<file path="src/pnp_pkg.sv">
// ----------------------------------------------------------------------------
// pnp_pkg
// Shared constants, codes and types of the polyline nearest point core.
// ----------------------------------------------------------------------------
package pnp_pkg;

    // Default table depth.
    localparam int MAX_VERTICES_DEF = 256;

    // Operation codes carried on s_tuser.
    localparam logic OP_WRITE = 1'b0;
    localparam logic OP_QUERY = 1'b1;

    // Configuration register indexes.
    typedef enum logic [0:0] {
        CFG_VERTEX_COUNT = 1'b0,
        CFG_TOTAL_LENGTH = 1'b1
    } cfg_idx_t;

    // Saturation limits of the result fields.
    localparam logic [31:0] DIST_SAT = 32'hFFFF_FFFF;
    localparam logic [39:0] ARC_SAT  = 40'hFF_FFFF_FFFF;
    localparam logic [22:0] PCT_MAX  = 23'd6553600;

    // Datapath widths.
    localparam int MW   = 33;   // multiplier operand width
    localparam int PW   = 2 * MW;
    localparam int ACCW = 68;   // sum of three products, divider and root width
    localparam int DVDW = 64;   // dividend bits shifted into the divider

    // Step counts of the divide / root unit.
    localparam logic [6:0] SQRT_STEPS = 7'd34;
    localparam logic [6:0] T_STEPS    = 7'd32;
    localparam logic [6:0] PCT_STEPS  = 7'd64;

    typedef enum logic {
        DS_DIV  = 1'b0,
        DS_SQRT = 1'b1
    } ds_mode_t;

    // Command from the sequencer to the divide / root unit.
    typedef struct packed {
        logic       start;
        ds_mode_t   mode;
        logic [6:0] steps;
    } ds_cmd_t;

endpackage

</file>
<file path="src/pnp_divsqrt.sv">
// ----------------------------------------------------------------------------
// pnp_divsqrt
// Shared iterative unit: restoring long division or bit-pair square root,
// one result bit per cycle.
// ----------------------------------------------------------------------------
module pnp_divsqrt (
    input  logic                        aclk,
    input  logic                        aresetn,
    input  pnp_pkg::ds_cmd_t            cmd,
    input  logic [pnp_pkg::ACCW-1:0]    op_a,      // initial remainder or radicand
    input  logic [pnp_pkg::DVDW-1:0]    dividend,  // bits shifted in, MSB first
    input  logic [pnp_pkg::ACCW-1:0]    divisor,
    output logic                        done,
    output logic [pnp_pkg::ACCW-1:0]    result
);

    localparam int AW = pnp_pkg::ACCW;

    logic                        busy_reg;
    logic                        done_reg;
    logic [6:0]                  cnt_reg;
    pnp_pkg::ds_mode_t           mode_reg;
    logic [AW-1:0]               rem_reg, rem_next;
    logic [AW-1:0]               quo_reg, quo_next;
    logic [AW-1:0]               one_reg;
    logic [AW-1:0]               dvs_reg;
    logic [pnp_pkg::DVDW-1:0]    dsh_reg;

    logic [AW-1:0] shifted;
    logic [AW:0]   trial;
    logic          ge;

    // One step of the selected recurrence.
    always_comb begin
        shifted  = {rem_reg[AW-2:0], dsh_reg[pnp_pkg::DVDW-1]};
        trial    = {1'b0, quo_reg} + {1'b0, one_reg};
        rem_next = rem_reg;
        quo_next = quo_reg;
        ge       = 1'b0;
        if (mode_reg == pnp_pkg::DS_DIV) begin
            ge       = (shifted >= dvs_reg);
            rem_next = ge ? (shifted - dvs_reg) : shifted;
            quo_next = {quo_reg[AW-2:0], ge};
        end else begin
            ge       = ({1'b0, rem_reg} >= trial);
            rem_next = ge ? (rem_reg - trial[AW-1:0]) : rem_reg;
            quo_next = ge ? ((quo_reg >> 1) + one_reg) : (quo_reg >> 1);
        end
    end

    // Step counter and working registers.
    always_ff @(posedge aclk) begin
        if (!aresetn) begin
            busy_reg <= 1'b0;
            done_reg <= 1'b0;
            cnt_reg  <= '0;
        end else begin
            done_reg <= 1'b0;
            if (cmd.start) begin
                busy_reg <= 1'b1;
                cnt_reg  <= cmd.steps;
            end else if (busy_reg) begin
                cnt_reg <= cnt_reg - 7'd1;
                if (cnt_reg == 7'd1) begin
                    busy_reg <= 1'b0;
                    done_reg <= 1'b1;
                end
            end
        end
    end

    always_ff @(posedge aclk) begin
        if (cmd.start) begin
            mode_reg <= cmd.mode;
            rem_reg  <= op_a;
            quo_reg  <= '0;
            one_reg  <= {2'b01, {(AW-2){1'b0}}};
            dvs_reg  <= divisor;
            dsh_reg  <= dividend;
        end else if (busy_reg) begin
            rem_reg <= rem_next;
            quo_reg <= quo_next;
            one_reg <= one_reg >> 2;
            dsh_reg <= dsh_reg << 1;
        end
    end

    assign done   = done_reg;
    assign result = quo_reg;

endmodule

</file>
<file path="config.mk">
export PLATFORM = sky130hd
export DESIGN_NAME = pnp_divsqrt
export DESIGN_NICKNAME = d
export VERILOG_FILES = /design/src/pnp_pkg.sv /design/src/pnp_divsqrt.sv
export SDC_FILE = /design/constraint.sdc
export NUM_CORES = 1
export LEC_CHECK = 0
export ABC_AREA = 0
export BUFFER_PORTS_ARGS = -buffer_cell sky130_fd_sc_hd__clkbuf_2
export CELL_PAD_IN_SITES_DETAIL_PLACEMENT = 1
export CELL_PAD_IN_SITES_GLOBAL_PLACEMENT = 1
export CORE_ASPECT_RATIO = 1.1
export CORE_UTILIZATION = 42
export CTS_CLUSTER_DIAMETER = 150
export DETAILED_ROUTE_END_ITERATION = 7
export PLACE_DENSITY_LB_ADDON = 0.1
export SYNTH_ARGS = -nofsm -noshare
export SYNTH_HDL_FRONTEND = slang
export SYNTH_SLANG_ARGS = --single-unit
</file>
<file path="constraint.sdc">
create_clock -name aclk -period 6.7 [get_ports aclk]
set_input_delay 1.34 -clock aclk [delete_from_list [all_inputs] [get_ports aclk]]
set_output_delay 1.34 -clock aclk [all_outputs]
set_load 0.02 [all_outputs]
</file>
== After elaboration in Yosys (flattened, before gate mapping) ==
Index checks and enable logic that the tools add are counted.
W data, S select, Z words.

* Flip-flop bits (word level): 312
* Input port bits: 211
* Output and inout port bits: 69

* $add $sub $neg: 5
* $lt $le $gt $ge: 2
* Equality and inequality tests: 2
* Mux-type cells: 15
* Bitwise operators: 2
* Reduce and logical (&&, ||, !) cells: 3

{| class="wikitable"
|+ Operators by type and width
! operator !! number
|-
| $mux W68 || 7
|-
| $sub A68 B68 Y68 || 2
|-
| $mux W64 || 2
|-
| $add A68 B67 Y69 || 1
|-
| $ge A68 B69 Y1 || 1
|-
| $add A67 B67 Y68 || 1
|-
| $ge A68 B68 Y1 || 1
|-
| $mux W7 || 2
|-
| $eq A7 B1 Y1 const B || 1
|-
| $sub A7 B1 Y7 const B || 1
|-
| $mux W1 || 4
|-
| $ne A3 B2 Y1 const B || 1
|-
| $reduce_or A3 Y1 || 1
|-
| $not A1 Y1 || 2
|-
| $reduce_and A2 Y1 || 1
|-
| $reduce_bool A2 Y1 || 1
|}

== Logic depth before layout (Yosys ltp) ==
* Word-level depth: 6
* Gate-level depth with buffers: 29
* Gate-level depth less buffers: 25

== Worst setup path after synthesis ==
No wires, ideal clock.

* Path type: reg-to-reg
* From: register quo_reg[2] (netlist: result[2])
* To: register rem_reg[0] (enable)
* Setup time: 0.428 ns
* Data arrival time: 6.721 ns
* Path slack: -0.449 ns
* Cell stages (with the launch flop): 26
* Path through: dfxtp_1 ha_1 a31o_2 a31oi_1 o21ai_1 a21o_1 a221oi_2 o2111a_1 o31ai_1 a31oi_1 o21bai_1 a31oi_1 xnor2_1 ha_1 clkbuf_1 nand2_1 or4_1 o31ai_1 a21oi_1 o31ai_2 a221oi_2 buf_4 nor2_4 buf_2 o21ai_0 nand2_1

* Longest elaborated chain between the ends: 4

{| class="wikitable"
|+ RTL lines
! element !! RTL line !! text
|-
| start, declared || pnp_divsqrt.sv:24 || <nowiki>logic [AW-1:0] quo_reg, quo_next;</nowiki>
|-
| start signal, assigned || pnp_divsqrt.sv:82 || <nowiki>quo_reg <= quo_next;</nowiki>
|-
| $add A68 B67 Y69 || pnp_divsqrt.sv:36 || <nowiki>trial = {1'b0, quo_reg} + {1'b0, one_reg};</nowiki>
|-
| $ge A68 B69 Y1 || pnp_divsqrt.sv:45 || <nowiki>ge = ({1'b0, rem_reg} >= trial);</nowiki>
|-
| $ne A3 B2 Y1 (no source line) || n/a ||
|-
| $reduce_and A2 Y1 (no source line) || n/a ||
|-
| end signal, assigned || pnp_divsqrt.sv:75 || <nowiki>rem_reg <= op_a;</nowiki>
|-
| end signal, assigned || pnp_divsqrt.sv:81 || <nowiki>rem_reg <= rem_next;</nowiki>
|-
| end, declared || pnp_divsqrt.sv:23 || <nowiki>logic [AW-1:0] rem_reg, rem_next;</nowiki>
|}

No other way between the ends.
A chain may end at the register's enable or synchronous reset.

== Worst setup path after layout ==
* From: register one_reg[22]
* To: register quo_reg[61] (netlist: result[61])

* Longest elaborated chain between the ends: 4
* Elaborated cells on any way between the ends: 5

{| class="wikitable"
|+ RTL lines
! element !! RTL line !! text
|-
| start, declared || pnp_divsqrt.sv:25 || <nowiki>logic [AW-1:0] one_reg;</nowiki>
|-
| start signal, assigned || pnp_divsqrt.sv:77 || <nowiki>one_reg <= {2'b01, {(AW-2){1'b0}}};</nowiki>
|-
| start signal, assigned || pnp_divsqrt.sv:83 || <nowiki>one_reg <= one_reg >> 2;</nowiki>
|-
| $add A68 B67 Y69 || pnp_divsqrt.sv:36 ||
|-
| $ge A68 B69 Y1 || pnp_divsqrt.sv:45 ||
|-
| $mux W68 * || pnp_divsqrt.sv:47 || <nowiki>quo_next = ge ? ((quo_reg >> 1) + one_reg) : (quo_reg >> 1);</nowiki>
|-
| $mux W68 * || pnp_divsqrt.sv:40 || <nowiki>if (mode_reg == pnp_pkg::DS_DIV) begin</nowiki>
|}

Mark *: on every way between the ends. The rest lies on a longest branch, timed or not.

==> impl_metrics.yaml <==
status:
  status: "complete, no violations"
sta:
  setup_viol: 0
  hold_violations: 0
  whs_ns: 0.535
  max_freq_mhz: 154
  slew-limit-headroom_pct: 35.4
  tightest_slew_ns: 0.969
  fin_crit_sh_pct: 97.0
  skew_ns: 0.0184
  rsz0062_at_grt: "no"
  finalSetupTns_ns: 0
  min_period_ns: 6.50
  slew_viol_final: 0
logic_synthesis:
  synth_edf_count: 201
  synth_top_cell_by_area: "edfxtp_1"
  ys_seq_elements: 312
  syn_inst: 3258
  post-synth-top-count-cell: "nand2_1"
  synthTopCellsByCount: "nand2_1, a21oi_1, nor2_1"
  synth_cell_types: 100
  syn_nets: 3679
  ys.flop_type: "edfxtp_1"
  syn_area_per_cell_sq_um: 8.31
  synth_top_cells_by_area: "edfxtp_1, ha_1, dfxtp_1, a21oi_1, nand2_1"
  ys_warn_count: 0
  ys_async_sr_fraction_pct: 0
  yosysSeqAreaShare_pct: 30.5
  synth_top_area_share_pct: 22.3
  synthesis.area_sq_um: 27100
clock_network:
  cts.clk_slew.worst_paths_ns: 0.06
  cts_sinks: 312
  clockBufferDepth: 3
  cts_max_level: 2
  clock-root-buffer: "clkbuf_16"
  cts_tree: "built"
  cts_inserted_buffers: 42
  clkLatencyLatePin_ns: 0.58
floorplanning:
  ioPinCount: 280
  dieHeight_um: 268
  fp-row-count: 97
  die_w_um: 244
  start_util_pct: 42.5
  dieArea_sq_um: 65500
  core-area_sq_um: 63700
finish:
  final_nets: 3873
  layout-drive-gt1-share_pct: 16.7
  seqCellArea_sq_um: 8260
  multi_input_area_sq_um: 17500
  fillers: 7656
  stdcell_count: 4324
  area.growth.synth_to_final_pct: 14.0
flow_run:
  cap_viol_max_count: 0
setup_path:
  cp.arrival_ns: 7.02
  crit_top_cell: "nand4_1"
  crit_chain: "ha_1 -> nand2_1 -> or3_4 -> nor3_1 -> a221oi_4 -> o2111a_2 -> o31ai_4 -> nand4_1 -> nand2_1 -> a21oi_1 -> xor2_1 -> ha_2 -> nand4_1 -> or4_1 -> nor4_1 -> nand4_1 -> nand3_1 -> a221oi_4 -> buf_4 -> or2_2 -> buf_4 -> or3_1 -> a21oi_1 -> o21a_1"
  slowest_delay_ns: 0.60
  startpoint_type: "flip-flop"
  critPathMaxFanout: 13
  critical_path_required_ns: 7.22
  cp-end-kind: "flip-flop"
  cpMaxStageDelayCell: "or4_1"
  criticalPathCategory: "reg2reg"
grt:
  first_global_vias: 27200
  grt.total_usage_pct: 31.0
  grt_pass1_wl_um: 158000
  grt_max_degree: 164
  grt_overflow: 0
  antenna_found_initial: 0
route:
  wl_um: 105000
  drc: 0
  avgViaCountPerCell: 6.07
  ant_nets: 0
  wl_per_cell_um: 24.3
  first_iter_violations: 1361
  dr.pass1.iters: 5
  via_count: 26200
placed_design:
  io_buffer_count: 279
  dp_hpwl_um: 81400
  gp_congestion: 0.939
  dp_cells: 4239
power:
  power_density_nw_per_um2: 296
  p_leak_nw: 12.5
  ir_drop_uv: 194
min_path:
  hold_path_class: "reg2reg"
==> final cells by class <==
class / instances / share of cell area (%)
Multi-Input combinational cell: 2583 / 56.7
Inverter: 155 / 1.88
Timing Repair Buffer: 358 / 6.65
Antenna cell: 1 / 0.00811
Tap cell: 841 / 3.41
Clock buffer: 55 / 3.83
Sequential cell: 312 / 26.8
Clock inverter: 19 / 0.705
==> where the power goes <==
group          switching, mW  total [mW]  internal (mW)
combinational           2.64        4.20           1.55
sequential             0.278        2.60           2.32
clock                  0.949        2.35           1.40
==> per-layer routing <==
metal	GRT usage, %	share of wire, %
met1	35.1	40
met2	57.6	52
met3	3.79	3.8
met4	14.5	4.9
met5	0	0
==> placed cells by master, fill, tap and decap left out, drive strengths merged, types with 28 or more instances in the layout <==
| cell type | n |
|---|---|
| xor2 | 120 |
| o211ai | 38 |
| o21ai | 207 |
| a21oi | 283 |
| nand3 | 73 |
| buf | 80 |
| mux2i | 43 |
| clkbuf | 333 |
| a211oi | 66 |
| dfxtp | 111 |
| and3 | 38 |
| nor2 | 256 |
| ha | 208 |
| nor3 | 50 |
| nand2 | 334 |
| xnor2 | 109 |
| mux2 | 70 |
| nand4 | 70 |
| inv | 157 |
| a31oi | 103 |
| a21o | 87 |
| edfxtp | 201 |
| o21a | 28 |
| o21bai | 59 |
==> final timing paths <==
path,startpoint,to,slack (ns),cells after the start
min reg2reg,one_reg[66],one_reg[66],0.53,1
min,one_reg[66],one_reg[66],0.53,1
max reg2reg,one_reg[22],result[61],0.20,24
max,one_reg[22],result[61],0.20,24
==> metrics by stage <==
stage	utilization (%)	total power, mW	area [sq um]	setup WS (ns)
global placement	45.9	6.68	29200	0.269
global route	48.4	9.63	30900	0.00134
floorplan	-	5.42	27100	0.173
finish	48.4	9.14	30900	0.203
CTS	48.1	9.15	30700	0.0688
detailed placement	45.9	6.76	29200	0.0680
==> cell families (layout without fill, tap and decap cells) <==
| logic type | count (synthesis) | in the layout | synth area share, % |
|---|---|---|---|
| multiplexers | 113 | 113 | 4.50 |
| buffers and inverters | 363 | 587 | 5.42 |
| adder cells (fa/ha/maj) | 210 | 210 | 9.76 |
| flip-flops | 312 | 312 | 30.5 |
| AND/OR/NAND/NOR | 953 | 953 | 16.5 |
| other | 0 | 1 | 0 |
| XOR/XNOR | 229 | 229 | 7.41 |
| AO/OA/AOI/OAI | 1078 | 1078 | 25.9 |
==> what timing repair did <==
action                     4_1_cts  5_1_grt
hold buffers                     0        0
gates resized for setup          2       25
hold endpoints to repair         0        0
gates cloned                     0        0
buffers inserted                 0       10
setup endpoints to repair        5      137
pin swaps                        0        9
==> critical path: cells and delay by family, from the launching register on <==
family          cells  cell delay [ns]
compound gates      7             1.31
xor+xnor            1             0.16
fa+ha+maj           2             0.80
buf+inv             2             0.41
flops               1             0.34
simple gates       12             3.40
Note: power is estimated with default switching activity, not from simulation.
